## src/design/mhs_pkg.sv

```systemverilog
// ----------------------------------------------------------------------------
// mhs_pkg
// Types and constants shared by the heartbeat supervisor modules.
// ----------------------------------------------------------------------------
package mhs_pkg;

  localparam int SOURCES = 8;
  localparam int IDX_W   = $clog2(SOURCES);
  localparam int SRC_W   = 4;
  localparam int CMD_W   = 2;
  localparam int TS_W    = 32;
  localparam int TMO_W   = 20;
  localparam int ROLE_W  = 3;
  localparam int THR_W   = 20;
  localparam int ADDR_W  = 4;
  localparam int DATA_W  = 32;

  // commands
  localparam logic [CMD_W-1:0] CMD_RESTART = 2'd0;
  localparam logic [CMD_W-1:0] CMD_MARK    = 2'd1;
  localparam logic [CMD_W-1:0] CMD_PUMP    = 2'd2;

  // register indexes (word address)
  localparam logic [1:0] REG_BASE_TIMEOUT = 2'd0;
  localparam logic [1:0] REG_UI_SOURCE    = 2'd1;
  localparam logic [1:0] REG_MON_SOURCE   = 2'd2;
  localparam logic [1:0] REG_ENABLE       = 2'd3;

  // register reset values
  localparam logic [TMO_W-1:0]  BASE_TIMEOUT_RST = 20'd4000;
  localparam logic [ROLE_W-1:0] UI_SOURCE_RST    = 3'd0;
  localparam logic [ROLE_W-1:0] MON_SOURCE_RST   = 3'd1;
  localparam logic              ENABLE_RST       = 1'b1;

  localparam logic [TMO_W-1:0] MIN_TIMEOUT_MS = 20'd2000;
  localparam logic [THR_W-1:0] UI_FLOOR_MS    = 20'd3000;

  // x / 5 == (x * DIV5_MAGIC) >> DIV5_SHIFT, exact for x below 2^24
  localparam int               DIV5_IN_W  = 24;
  localparam logic [23:0]      DIV5_MAGIC = 24'hCCCCCD;
  localparam int               DIV5_SHIFT = 26;

  typedef struct packed {
    logic [THR_W-1:0] base;
    logic [THR_W-1:0] ui;
    logic [THR_W-1:0] mon;
  } thr_t;

  typedef struct packed {
    logic ui;
    logic mon;
  } role_t;

  // scan token handed from cell to cell during a pump
  typedef struct packed {
    logic             vld;
    logic [TS_W-1:0]  now;
    logic             none_stale;
    logic             found;
    logic [IDX_W-1:0] idx;
  } scan_t;

endpackage

```

## src/design/mhs_thresh.sv

```systemverilog
// ----------------------------------------------------------------------------
// mhs_thresh
// Derives the three age thresholds from the base timeout, two register stages.
// ----------------------------------------------------------------------------
module mhs_thresh (
  input  logic                      clk,
  input  logic [mhs_pkg::TMO_W-1:0] base_timeout,
  output mhs_pkg::thr_t             thr
);
  import mhs_pkg::*;

  logic [TMO_W-1:0]         tmo;
  logic [DIV5_IN_W-1:0]     x4;
  logic [DIV5_IN_W-1:0]     x9;
  logic [DIV5_IN_W-1:0]     x9h;
  logic [TMO_W-2:0]         half;
  logic [2*DIV5_IN_W-1:0]   prod_base_r;
  logic [2*DIV5_IN_W-1:0]   prod_mon_r;
  logic [THR_W-1:0]         ui_r;
  thr_t                     thr_r;

  always_comb begin
    tmo  = (base_timeout < MIN_TIMEOUT_MS) ? MIN_TIMEOUT_MS : base_timeout;
    x4   = DIV5_IN_W'({tmo, 2'b00});
    // t*9/10 == (t*9/2)/5
    x9   = DIV5_IN_W'({tmo, 3'b000}) + DIV5_IN_W'(tmo);
    x9h  = {1'b0, x9[DIV5_IN_W-1:1]};
    half = tmo[TMO_W-1:1];
  end

  always_ff @(posedge clk) begin
    prod_base_r <= x4 * DIV5_MAGIC;
    prod_mon_r  <= x9h * DIV5_MAGIC;
    ui_r        <= (THR_W'(half) > UI_FLOOR_MS) ? THR_W'(half) : UI_FLOOR_MS;
    thr_r.base  <= prod_base_r[DIV5_SHIFT +: THR_W];
    thr_r.mon   <= prod_mon_r[DIV5_SHIFT +: THR_W];
    thr_r.ui    <= ui_r;
  end

  assign thr = thr_r;

endmodule

```

## src/design/mhs_cell.sv

```systemverilog
// ----------------------------------------------------------------------------
// mhs_cell
// One source: holds its last heartbeat and checks its age as the token passes.
// ----------------------------------------------------------------------------
module mhs_cell (
  input  logic                      clk,
  input  logic                      rst_n,
  input  logic [mhs_pkg::IDX_W-1:0] cell_idx,
  input  mhs_pkg::role_t            role,
  input  mhs_pkg::thr_t             thr,
  input  logic                      hb_we,
  input  logic [mhs_pkg::TS_W-1:0]  hb_wdata,
  input  mhs_pkg::scan_t            scan_in,
  output mhs_pkg::scan_t            scan_out
);
  import mhs_pkg::*;

  logic [TS_W-1:0]  hb_r;
  logic [TS_W-1:0]  age;
  logic [THR_W-1:0] th;
  logic             stale;
  scan_t            scan_nxt;
  scan_t            scan_r;

  always_comb begin
    age   = scan_in.now - hb_r;
    // monitor role wins over UI role on the same source
    th    = role.mon ? thr.mon : (role.ui ? thr.ui : thr.base);
    stale = (age >= TS_W'(th));

    scan_nxt            = scan_in;
    scan_nxt.none_stale = scan_in.none_stale & ~stale;
    scan_nxt.found      = scan_in.found | stale;
    if (stale && !scan_in.found) begin
      scan_nxt.idx = cell_idx;
    end
  end

  always_ff @(posedge clk) begin
    if (!rst_n) begin
      hb_r <= '0;
    end else if (hb_we) begin
      hb_r <= hb_wdata;
    end
  end

  always_ff @(posedge clk) begin
    if (!rst_n) begin
      scan_r.vld <= 1'b0;
    end else begin
      scan_r.vld <= scan_nxt.vld;
    end
    scan_r.now        <= scan_nxt.now;
    scan_r.none_stale <= scan_nxt.none_stale;
    scan_r.found      <= scan_nxt.found;
    scan_r.idx        <= scan_nxt.idx;
  end

  assign scan_out = scan_r;

endmodule

```

## src/design/multi_source_heartbeat_supervisor.sv

```systemverilog
// ----------------------------------------------------------------------------
// multi_source_heartbeat_supervisor
// Heartbeat supervisor over a row of per-source cells with an APB register set.
// ----------------------------------------------------------------------------
//  Channel | Handshake              | Payload
//  --------+------------------------+------------------------------------------
//  in      | in_valid / in_ready    | in_cmd, in_source, in_now_ms
//  out     | out_valid / out_ready  | out_kick, out_stale_valid, out_stale_source
//  cfg     | psel, penable, pwrite  | paddr, pwdata, prdata (pready tied high)
//
//  Restart, mark, disabled pump and the unused command: idle, then the done
//  state, then out_valid once the output register is free. Enabled pump: the
//  prep state for threshold settling, the token walks the row (one register
//  per cell), the verdict folds into the stale mark, then the output register.
//  One item is in flight at a time; in_ready is high only when idle, and the
//  next item is taken while the previous result waits in the output register.
//  Reset (rst_n low, synchronous) zeroes the timestamps and the stale mark and
//  loads the register defaults.
// ----------------------------------------------------------------------------
module multi_source_heartbeat_supervisor (
  input  logic                       clk,
  input  logic                       rst_n,
  input  logic                       in_valid,
  output logic                       in_ready,
  input  logic [mhs_pkg::CMD_W-1:0]  in_cmd,
  input  logic [mhs_pkg::SRC_W-1:0]  in_source,
  input  logic [mhs_pkg::TS_W-1:0]   in_now_ms,
  output logic                       out_valid,
  input  logic                       out_ready,
  output logic                       out_kick,
  output logic                       out_stale_valid,
  output logic [2:0]                 out_stale_source,
  input  logic                       psel,
  input  logic                       penable,
  input  logic                       pwrite,
  input  logic [mhs_pkg::ADDR_W-1:0] paddr,
  input  logic [mhs_pkg::DATA_W-1:0] pwdata,
  output logic [mhs_pkg::DATA_W-1:0] prdata,
  output logic                       pready
);
  import mhs_pkg::*;

  localparam logic [1:0] ST_IDLE = 2'd0;
  localparam logic [1:0] ST_PREP = 2'd1;
  localparam logic [1:0] ST_SCAN = 2'd2;
  localparam logic [1:0] ST_DONE = 2'd3;
  localparam logic [1:0] PREP_LAST = 2'd2;

  // configuration
  logic [TMO_W-1:0]  base_tmo_r;
  logic [ROLE_W-1:0] ui_src_r;
  logic [ROLE_W-1:0] mon_src_r;
  logic              enable_r;
  logic              cfg_wr;

  // control
  logic [1:0]        state_r, state_nxt;
  logic [1:0]        prep_r, prep_nxt;
  logic [TS_W-1:0]   now_r, now_nxt;
  logic              kick_r, kick_nxt;
  logic              held_r, held_nxt;
  logic [IDX_W-1:0]  sidx_r, sidx_nxt;
  logic              launch;
  logic              accept;

  logic              out_valid_r, out_valid_nxt;
  logic              out_kick_r, out_kick_nxt;
  logic              out_held_r, out_held_nxt;
  logic [2:0]        out_src_r, out_src_nxt;

  thr_t              thr;
  scan_t             chain [SOURCES+1];
  role_t             role [SOURCES];
  logic [SOURCES-1:0] hb_we;

  // ---------------------------------------------------------------- registers
  assign pready = 1'b1;
  assign cfg_wr = psel && penable && pwrite && pready;

  always_ff @(posedge clk) begin
    if (!rst_n) begin
      base_tmo_r <= BASE_TIMEOUT_RST;
      ui_src_r   <= UI_SOURCE_RST;
      mon_src_r  <= MON_SOURCE_RST;
      enable_r   <= ENABLE_RST;
    end else if (cfg_wr) begin
      case (paddr[3:2])
        REG_BASE_TIMEOUT: base_tmo_r <= pwdata[TMO_W-1:0];
        REG_UI_SOURCE:    ui_src_r   <= pwdata[ROLE_W-1:0];
        REG_MON_SOURCE:   mon_src_r  <= pwdata[ROLE_W-1:0];
        REG_ENABLE:       enable_r   <= pwdata[0];
        default:          ;
      endcase
    end
  end

  always_comb begin
    case (paddr[3:2])
      REG_BASE_TIMEOUT: prdata = DATA_W'(base_tmo_r);
      REG_UI_SOURCE:    prdata = DATA_W'(ui_src_r);
      REG_MON_SOURCE:   prdata = DATA_W'(mon_src_r);
      REG_ENABLE:       prdata = DATA_W'(enable_r);
      default:          prdata = '0;
    endcase
  end

  mhs_thresh u_thresh (
    .clk          (clk),
    .base_timeout (base_tmo_r),
    .thr          (thr)
  );

  // --------------------------------------------------------------- cell row
  assign in_ready = (state_r == ST_IDLE);
  assign accept   = in_valid && in_ready;

  assign chain[0] = '{vld: launch, now: now_r, none_stale: 1'b1, found: 1'b0,
                      idx: '0};

  for (genvar i = 0; i < SOURCES; i++) begin : g_cell
    assign role[i].ui  = (32'(ui_src_r) == 32'(i));
    assign role[i].mon = (32'(mon_src_r) == 32'(i));
    assign hb_we[i]    = accept && ((in_cmd == CMD_RESTART) ||
                         ((in_cmd == CMD_MARK) && (in_source == SRC_W'(i))));

    mhs_cell u_cell (
      .clk      (clk),
      .rst_n    (rst_n),
      .cell_idx (IDX_W'(i)),
      .role     (role[i]),
      .thr      (thr),
      .hb_we    (hb_we[i]),
      .hb_wdata (in_now_ms),
      .scan_in  (chain[i]),
      .scan_out (chain[i+1])
    );
  end

  // ---------------------------------------------------------------- control
  always_comb begin
    state_nxt     = state_r;
    prep_nxt      = prep_r;
    now_nxt       = now_r;
    kick_nxt      = kick_r;
    held_nxt      = held_r;
    sidx_nxt      = sidx_r;
    launch        = 1'b0;
    out_valid_nxt = out_valid_r && !out_ready;
    out_kick_nxt  = out_kick_r;
    out_held_nxt  = out_held_r;
    out_src_nxt   = out_src_r;

    case (state_r)
      ST_IDLE: begin
        if (accept) begin
          now_nxt   = in_now_ms;
          kick_nxt  = 1'b0;
          prep_nxt  = '0;
          state_nxt = ST_DONE;
          if (in_cmd == CMD_RESTART) begin
            held_nxt = 1'b0;
            sidx_nxt = '0;
          end else if ((in_cmd == CMD_PUMP) && enable_r) begin
            state_nxt = ST_PREP;
          end
        end
      end
      ST_PREP: begin
        // let the threshold pipeline settle on the current registers
        if (prep_r == PREP_LAST) begin
          launch    = 1'b1;
          state_nxt = ST_SCAN;
        end else begin
          prep_nxt = prep_r + 2'd1;
        end
      end
      ST_SCAN: begin
        if (chain[SOURCES].vld) begin
          state_nxt = ST_DONE;
          if (chain[SOURCES].none_stale) begin
            kick_nxt = 1'b1;
            held_nxt = 1'b0;
            sidx_nxt = '0;
          end else if (!held_r) begin
            held_nxt = 1'b1;
            sidx_nxt = chain[SOURCES].idx;
          end
        end
      end
      ST_DONE: begin
        // hold until the output register is free
        if (!out_valid_r || out_ready) begin
          out_valid_nxt = 1'b1;
          out_kick_nxt  = kick_r;
          out_held_nxt  = held_r;
          out_src_nxt   = held_r ? 3'(sidx_r) : 3'd0;
          state_nxt     = ST_IDLE;
        end
      end
      default: state_nxt = ST_IDLE;
    endcase
  end

  always_ff @(posedge clk) begin
    if (!rst_n) begin
      state_r     <= ST_IDLE;
      held_r      <= 1'b0;
      sidx_r      <= '0;
      out_valid_r <= 1'b0;
    end else begin
      state_r     <= state_nxt;
      held_r      <= held_nxt;
      sidx_r      <= sidx_nxt;
      out_valid_r <= out_valid_nxt;
    end
    prep_r     <= prep_nxt;
    now_r      <= now_nxt;
    kick_r     <= kick_nxt;
    out_kick_r <= out_kick_nxt;
    out_held_r <= out_held_nxt;
    out_src_r  <= out_src_nxt;
  end

  assign out_valid        = out_valid_r;
  assign out_kick         = out_kick_r;
  assign out_stale_valid  = out_held_r;
  assign out_stale_source = out_src_r;

endmodule

```

## config.mk

```make
export PLATFORM = sky130hd
export DESIGN_NAME = multi_source_heartbeat_supervisor
export DESIGN_NICKNAME = d
export VERILOG_FILES = /design/src/design/mhs_pkg.sv /design/src/design/mhs_thresh.sv /design/src/design/mhs_cell.sv /design/src/design/multi_source_heartbeat_supervisor.sv
export SDC_FILE = /design/constraint.sdc
export NUM_CORES = 2
export LEC_CHECK = 0
export BUFFER_PORTS_ARGS = -buffer_cell sky130_fd_sc_hd__buf_2
export CAP_MARGIN = 20
export CORE_ASPECT_RATIO = 0.9
export CORE_MARGIN = 4
export CORE_UTILIZATION = 33
export DETAILED_ROUTE_END_ITERATION = 6
export SETUP_SLACK_MARGIN = 0.5
export SYNTH_ARGS = -nofsm -noshare
export SYNTH_HDL_FRONTEND = slang
export SYNTH_SLANG_ARGS = --single-unit
```

## constraint.sdc

```tcl
create_clock -name clk -period 21.7 [get_ports clk]
set_input_delay 0 -clock clk [delete_from_list [all_inputs] [get_ports clk]]
set_output_delay 0 -clock clk [all_outputs]
set_load 0.05 [all_outputs]
```

==> After elaboration in Yosys (flattened, before gate mapping) <==
Cells that the tools add are included.
{ "op_classes": {"n_addsub": 10, "n_mul": 2, "n_div": 0, "magnitude_cmp": 10, "n_eq_ne": 38, "shifts": 0, "mux": 47, "bitwise_logic": 21, "reduce_logical": 66} }
{ "ops": {"columns": ["op", "count"], "rows": [
  ["$mux 20", 17],
  ["$ge 32x20->1", 8],
  ["$sub 32x32->32", 8],
  ["$pmux 32 s4", 1],
  ["$mul 23x24->46 const B", 1],
  ["$mul 20x24->44 const B", 1],
  ["$logic_and 1x1->1", 28],
  ["$add 23x20->24", 1],
  ["$eq 3x3->1 const B", 8],
  ["$lt 20x11->1 const B", 1],
  ["$gt 19x12->1 const B", 1],
  ["$eq 4x3->1 const B", 4],
  ["$mux 2", 8],
  ["$mux 3", 5],
  ["$reduce_and 2->1", 7],
  ["$eq 2x2->1 const B", 6],
  ["$eq 3x2->1 const B", 4],
  ["$reduce_and 4->1", 3],
  ["$mux 1", 11],
  ["$logic_not 1->1", 9],
  ["$logic_or 1x1->1", 9],
  ["$eq 4x2->1 const B", 2],
  ["$ne 2x1->1 const B", 4],
  ["$not 1->1", 8],
  ["18 further kinds", 39]
]} }
{ "totals": {"regBits": 764, "latchBits": 0, "ramBits": 0, "mem_bits_ro": 0, "inputBits": 81, "out_inout_bits": 40, "elab_cells": 260, "n_memories": 0} }

==> Logic depth before layout (Yosys ltp) <==
{ "depth": {"word_depth": 6, "ltp_mapped": 44, "ltp_nobuf": 43} }

==> Cells and area by module <==
From an unflattened synthesis, not the netlist that was laid out.
{ "hier_totals": {"hier_cells": 6733, "hier_area_um2": 60489.3} }
{ "modules_own_cells": {"columns": ["mod", "n_inst", "cells_per_inst", "area_each_um2", "seq_area_each_um2"], "rows": [
  ["mhs_cell (g_cell[0].u_cell ...)", 5, 587, 4982.3, 1401.3],
  ["mhs_thresh", 1, 1772, 17710.7, 2362.3],
  ["mhs_cell (g_cell[5].u_cell ...)", 3, 571, 4863.4, 1401.3],
  ["multi_source_heartbeat_supervisor", 1, 313, 3276.9, 1881.8]
]} }

==> Worst setup path after synthesis <==
Ideal clock, no wire load.
{ "synth_timing": {"path_kind": "register -> register", "startpoint": "register base_tmo_r[18]", "endpoint": "register u_thresh.prod_mon_r[45]", "setup_time_ns": 0.121, "t_arrival_ns": 10.218, "t_required_ns": 21.579, "setup_slack_ns": 11.361, "stages_incl_launch_ff": 39, "n_path_buf": 1, "synth_period_minus_slack_ns": 10.339, "cell_sequence": "dfxtp_1 > inv_1 > ha_1 > and4_1 > buf_2 > nand2_1 > nand2_1 > inv_1 > ha_1 > a21o_1 > a21oi_1 > a211oi_1 > o41a_1 > a2111oi_0 > o21bai_1 > a21o_1 > xnor2_1 > ha_1 > [... 3 more ...] > inv_1 > fa_1 > inv_1 > fa_1 > fa_1 > fa_1 > inv_1 > ha_1 > a21oi_1 > o21ai_0 > or2_2 > a2111oi_0 > a211oi_1 > a31oi_1 > o211ai_1 > a31oi_1 > o21bai_1 > xnor2_1"} }
{ "synth_between": {"elab_chain_cells": 4} }
{ "synth_lines": {"columns": ["item", "line_no", "text"], "rows": [
  ["start: declaration", "multi_source_heartbeat_supervisor.sv:50", "logic [TMO_W-1:0] base_tmo_r;"],
  ["start signal: assignment", "multi_source_heartbeat_supervisor.sv:88", "REG_BASE_TIMEOUT: base_tmo_r <= pwdata[TMO_W-1:0];"],
  ["$lt 20x11->1", "mhs_thresh.sv:23", "tmo = (base_timeout < MIN_TIMEOUT_MS) ? MIN_TIMEOUT_MS : base_timeout;"],
  ["$mux 20", "mhs_thresh.sv:23", null],
  ["named net u_thresh.tmo[1]", "mhs_thresh.sv:12", "logic [TMO_W-1:0] tmo;"],
  ["$add 23x20->24", "mhs_thresh.sv:26", "x9 = DIV5_IN_W'({tmo, 3'b000}) + DIV5_IN_W'(tmo);"],
  ["$mul 23x24->46", "mhs_thresh.sv:33", "prod_mon_r <= x9h * DIV5_MAGIC;"],
  ["end signal: assignment", "mhs_thresh.sv:33", null],
  ["end: declaration", "mhs_thresh.sv:18", "logic [2*DIV5_IN_W-1:0] prod_mon_r;"]
]} }
The timed path passes the listed nets, and every way through them passes these cells.
A chain may end at the register's enable or synchronous reset.

==> Worst setup path after layout <==
{ "layout_timing": {"startpoint": "register base_tmo_r[11]", "endpoint": "register u_thresh.prod_mon_r[45]"} }
The elaborated chain is that of the path after synthesis.

==> impl_results.html <==
<table>
<tr><th>Metric</th><th>Value</th></tr>
<tr><th colspan="2">Critical path</th></tr>
<tr><td>R2r startpoint</td><td>base_tmo_r[11]</td></tr>
<tr><td>Reg2reg end</td><td>u_thresh.prod_mon_r[45]</td></tr>
<tr><td>CP Launch Type</td><td>register</td></tr>
<tr><td>Minimum setup slack among reg-to-reg paths</td><td>approximately 9400 ps</td></tr>
<tr><td>Largest incremental delay on the critical path</td><td>slightly below 700 ps</td></tr>
<tr><td>Worst-path fanout max</td><td>9</td></tr>
<tr><td>Data arrival time of the worst path</td><td>12900 ps</td></tr>
<tr><td>Worst Setup Path Type</td><td>register to register</td></tr>
<tr><td>Worst endpoint required time</td><td>around 22000 ps</td></tr>
<tr><td>CP dominant cell by count</td><td>sky130_fd_sc_hd__fa_1</td></tr>
<tr><td>Critical path's slowest cell</td><td>sky130_fd_sc_hd__a2111oi_0</td></tr>
<tr><td>Worst Setup End Kind</td><td>register</td></tr>
<tr><td>Number of cells traversed by the worst register-to-register path</td><td>36</td></tr>
<tr><th colspan="2">STA</th></tr>
<tr><td>Slew @ Worst Pin</td><td>about 1200 ps</td></tr>
<tr><td>Final worst clock skew</td><td>~28 ps</td></tr>
<tr><td>Smallest setup slack after layout</td><td>9353 ps</td></tr>
<tr><td>Max-slew headroom</td><td>a little under a quarter</td></tr>
<tr><td>Achievable frequency</td><td>a little over 0.08 GHz</td></tr>
<tr><td>Crit path time final</td><td>roughly 12000 ps</td></tr>
<tr><td>Setup violators final</td><td>0</td></tr>
<tr><td>Post-route worst hold slack</td><td>between 60 and 70 ps</td></tr>
<tr><td>Endpoints failing hold</td><td>0</td></tr>
<tr><td>Total negative slack for setup checks</td><td>0 ps</td></tr>
<tr><td>Unrepaired setup endpoints after global routing</td><td>no</td></tr>
<tr><td>Period utilisation layout</td><td>about 57%</td></tr>
<tr><td>Number of pins exceeding their max-slew limit in the final report</td><td>0</td></tr>
<tr><th colspan="2">Placed design</th></tr>
<tr><td>RePlAce Congestion</td><td>0.9471</td></tr>
<tr><td>Instance area at placement</td><td>around 0.06 mm^2</td></tr>
<tr><td>Total placed cells including tap cells</td><td>roughly 8600</td></tr>
<tr><td>Worst slack at placement</td><td>around 9600 ps</td></tr>
<tr><td>Detailed Place HPWL</td><td>~130000 um</td></tr>
<tr><td>Count of buffers inserted at the top-level ports</td><td>93</td></tr>
<tr><th colspan="2">Detailed routing</th></tr>
<tr><td>Avg Vias per Cell</td><td>~5.1</td></tr>
<tr><td>Via count</td><td>45230</td></tr>
<tr><td>Number of remaining DRC errors</td><td>0</td></tr>
<tr><td>DR iter-0 viols</td><td>roughly 3300</td></tr>
<tr><td>Wire length per cell</td><td>~18 um</td></tr>
<tr><td>Metal2 WL</td><td>approximately 70000 um</td></tr>
<tr><td>DR pass1 iterations</td><td>6</td></tr>
<tr><td>Count of antenna-violating nets left after detailed routing</td><td>0</td></tr>
<tr><td>Highest metal layer with signal wires</td><td>met5</td></tr>
<tr><td>Total wire length</td><td>around 160000 um</td></tr>
<tr><td>Met3 routed WL</td><td>between 8000 and 9000 um</td></tr>
<tr><td>Routed length on met1</td><td>76680 um</td></tr>
<tr><th colspan="2">Yosys</th></tr>
<tr><td>Synth warnings</td><td>0</td></tr>
<tr><td>FFs w/ async S/R, synth</td><td>0%</td></tr>
<tr><td>Cell area after synthesis</td><td>0.05618 mm^2</td></tr>
<tr><td>Number of unique standard cell types used by synthesis</td><td>~110</td></tr>
<tr><td>Part of the Yosys area used for sequential elements</td><td>a little over a quarter</td></tr>
<tr><td>Mean cell area of the mapped netlist</td><td>roughly 8.6 um^2</td></tr>
<tr><td>Most used flip-flop cell after synthesis</td><td>sky130_fd_sc_hd__dfxtp_1</td></tr>
<tr><td>Number of flops mapped to enable cells by yosys</td><td>40</td></tr>
<tr><td>Gate Count Post-Synth</td><td>around 6600</td></tr>
<tr><td>Flop and latch count out of synthesis</td><td>just over 700</td></tr>
<tr><th colspan="2">Layout</th></tr>
<tr><td>Number of fill cells in the layout</td><td>between 15000 and 20000</td></tr>
<tr><td>Final nets</td><td>slightly below 8000</td></tr>
<tr><td>Area growth syn-to-layout</td><td>10.30%</td></tr>
<tr><td>Most common cell after layout, fill and taps aside</td><td>sky130_fd_sc_hd__ha_1</td></tr>
<tr><td>Core utilization of the finished layout</td><td>between 30% and 40%</td></tr>
<tr><td>Share of post-route cells with drive strength above 1</td><td>a little over 5%</td></tr>
<tr><td>Filler-free cell count of the finished design</td><td>~9000</td></tr>
<tr><td>Total non-filler cell area in the finished layout</td><td>0.06197 mm^2</td></tr>
<tr><td>Most frequent cells in the layout</td><td>814 x sky130_fd_sc_hd__ha_1, 792 x sky130_fd_sc_hd__inv_1, 776 x sky130_fd_sc_hd__nand2_1</td></tr>
<tr><th colspan="2">GRT</th></tr>
<tr><td>GRT Overall Usage</td><td>17.92%</td></tr>
<tr><td>Number of antenna violations at the first check in global routing</td><td>5</td></tr>
<tr><td>Maximum number of pins on one net before global-route repair</td><td>91</td></tr>
<tr><td>Leftover overflow at the end of global routing</td><td>0</td></tr>
<tr><td>Wire length of the first global-routing pass</td><td>between 200000 and 300000 um</td></tr>
<tr><td>Via count of the first global-routing pass</td><td>roughly 45000</td></tr>
<tr><th colspan="2">Power and ir drop</th></tr>
<tr><td>Leakage power summed over all cells</td><td>between 20 and 30 nW</td></tr>
<tr><td>Total chip power</td><td>~7.2 mW</td></tr>
<tr><td>VDD IR max</td><td>0.1427 mV</td></tr>
<tr><td>Power density over cell area</td><td>around 120 mW/mm^2</td></tr>
<tr><th colspan="2">Floorplanning</th></tr>
<tr><td>Ports</td><td>121</td></tr>
<tr><td>Area of the die</td><td>0.1769 mm^2</td></tr>
<tr><td>Initial standard-cell utilization of the core</td><td>between 30% and 40%</td></tr>
<tr><td>Core area</td><td>0.1691 mm^2</td></tr>
<tr><td>Horizontal extent of the die</td><td>approximately 440 um</td></tr>
<tr><td>Die Span Y</td><td>between 300 and 400 um</td></tr>
<tr><td>Cell row count</td><td>between 100 and 150</td></tr>
<tr><th colspan="2">Run</th></tr>
<tr><td>Max capacitance violation total</td><td>0</td></tr>
<tr><th colspan="2">CTS</th></tr>
<tr><td>Sink count of the clock tree</td><td>between 700 and 800</td></tr>
<tr><td>Hold-fix buffers, CTS</td><td>62</td></tr>
<tr><td>Clock insertion delay at the later pin of the skew report</td><td>around 680 ps</td></tr>
<tr><td>Clock-pin slew reported for the worst setup and hold paths after clock tree synthesis</td><td>around 80 ps</td></tr>
<tr><td>Number of clock buffers inserted by TritonCTS</td><td>80</td></tr>
<tr><td>CTS tree</td><td>done</td></tr>
<tr><td>Buffer levels on the longest clock path</td><td>3</td></tr>
<tr><td>H-tree lvl count</td><td>3</td></tr>
<tr><td>Clock root buffer</td><td>sky130_fd_sc_hd__clkbuf_16</td></tr>
<tr><td>Setup repair bufs after CTS</td><td>0</td></tr>
<tr><td>Resized Gates After CTS</td><td>0</td></tr>
<tr><th colspan="2">Min path</th></tr>
<tr><td>Worst hold path startpoint</td><td>pwdata[5]</td></tr>
<tr><td>Type of the most critical hold path</td><td>input port to register</td></tr>
<tr><td>Worst Hold Endpoint</td><td>base_tmo_r[5]</td></tr>
<tr><td>Number of instances on the worst hold path</td><td>4</td></tr>
<tr><th colspan="2">Run status</th></tr>
<tr><td>Result of the run</td><td>complete, no violations</td></tr>
</table>
## worst max path at each step
stage / endpoint / slack [ps] / from
after global placement: u_thresh.prod_mon_r[45] / 9720 / base_tmo_r[11]
after floorplan: u_thresh.prod_mon_r[45] / 11360 / base_tmo_r[18]
after detailed placement: u_thresh.prod_mon_r[45] / 9550 / base_tmo_r[11]
final: u_thresh.prod_mon_r[45] / 9350 / base_tmo_r[11]
after global routing: u_thresh.prod_mon_r[45] / 8620 / base_tmo_r[11]
after CTS: u_thresh.prod_mon_r[45] / 9430 / base_tmo_r[11]
## cells in the mapped netlist, types with 18 or more instances
cell type	number	area share, %
sky130_fd_sc_hd__buf_1	56	0.37
sky130_fd_sc_hd__buf_4	45	0.60
sky130_fd_sc_hd__xor2_1	71	1.1
sky130_fd_sc_hd__o21a_1	68	0.91
sky130_fd_sc_hd__a31oi_1	35	0.39
sky130_fd_sc_hd__ha_1	814	18
sky130_fd_sc_hd__edfxtp_1	40	2.1
sky130_fd_sc_hd__and2_1	48	0.53
sky130_fd_sc_hd__nor2_1	393	2.6
sky130_fd_sc_hd__o21ai_0	191	1.7
sky130_fd_sc_hd__a211oi_1	48	0.64
sky130_fd_sc_hd__nor4_1	24	0.27
sky130_fd_sc_hd__nand4_1	77	0.86
sky130_fd_sc_hd__o31ai_1	19	0.25
sky130_fd_sc_hd__nand2b_1	48	0.53
sky130_fd_sc_hd__o211ai_1	20	0.27
sky130_fd_sc_hd__nand2_1	776	5.2
sky130_fd_sc_hd__xnor2_1	166	2.6
sky130_fd_sc_hd__a21o_1	136	1.8
sky130_fd_sc_hd__inv_1	792	5.3
sky130_fd_sc_hd__dfxtp_1	672	24
sky130_fd_sc_hd__clkbuf_1	204	1.4
sky130_fd_sc_hd__a21oi_1	486	4.3
sky130_fd_sc_hd__nand3_1	80	0.71
sky130_fd_sc_hd__fa_1	269	9.6
sky130_fd_sc_hd__and3_1	37	0.41
sky130_fd_sc_hd__o21bai_1	45	0.60
sky130_fd_sc_hd__a21boi_0	262	3.5
sky130_fd_sc_hd__o21ai_1	44	0.39
sky130_fd_sc_hd__nor2b_1	54	0.60
sky130_fd_sc_hd__nor3b_1	18	0.24
sky130_fd_sc_hd__nor3_1	78	0.69
sky130_fd_sc_hd__mux2i_1	175	3.1
## flip-flops by register name (all words and copies together), names as in the netlist, 19 cells and up
| register | flops |
|---|---|
| g_cell.u_cell.scan_out | 264 |
| base_tmo_r | 20 |
| u_thresh.ui_r | 19 |
| u_thresh.prod_base_r | 20 |
| u_thresh.prod_mon_r | 20 |
| now_r | 32 |
| u_thresh.thr | 59 |
| g_cell.u_cell.hb_r | 256 |
## logic make-up (layout without fill, tap and decap cells)
family,Yosys count,count (layout),share of synthesized area (%)
compound gates,1530,1530,17.72
xor+xnor,237,237,3.695
fa+ha+maj,1083,1083,27.71
buf+inv,1105,1137,7.695
flops,712,712,26.08
mux,178,178,3.198
other cells,2,17,0.01337
simple gates,1722,1722,13.88
## power by group
group	switching (mW)	total [mW]	internal, mW	leakage (nW)
combinational	2.36	4.01	1.66	19.9
sequential	0.222	1.76	1.53	5.91
clock	0.602	1.44	0.838	1.36
## layer usage
layer / global-route usage, % / up-vias
met4: 6.870 / 2
met2: 28.56 / 1218
met1: 24.83 / 21490
met3: 2.111 / 282
met5: 0 / -
li1: - / 22240
## worst max-delay path, delay by kind of cell (launching register included)
family | cells | cell delay [ps]
AOI/OAI and AO/OA | 15 | 4510
adders and majority gates | 9 | 4350
and+or+nand+nor | 5 | 1900
buffers and inverters | 5 | 520
DFF | 1 | 490
xor gates and xnor gates | 2 | 420
## layout make-up
| cell class | instances | area (um^2) | share of cell area (%) |
|---|---|---|---|
| repair buffers | 194 | 1393 | 2.247 |
| clock buffers | 107 | 2297 | 3.707 |
| inverters | 795 | 2984 | 4.816 |
| flip-flops and latches | 712 | 14650 | 23.65 |
| multi-input cells | 4763 | 37330 | 60.25 |
| well taps | 2247 | 2811 | 4.537 |
| diodes | 4 | 10.01 | 0.01615 |
| clock inverters | 41 | 484.2 | 0.7814 |
Power figures use the tool's default switching activity.
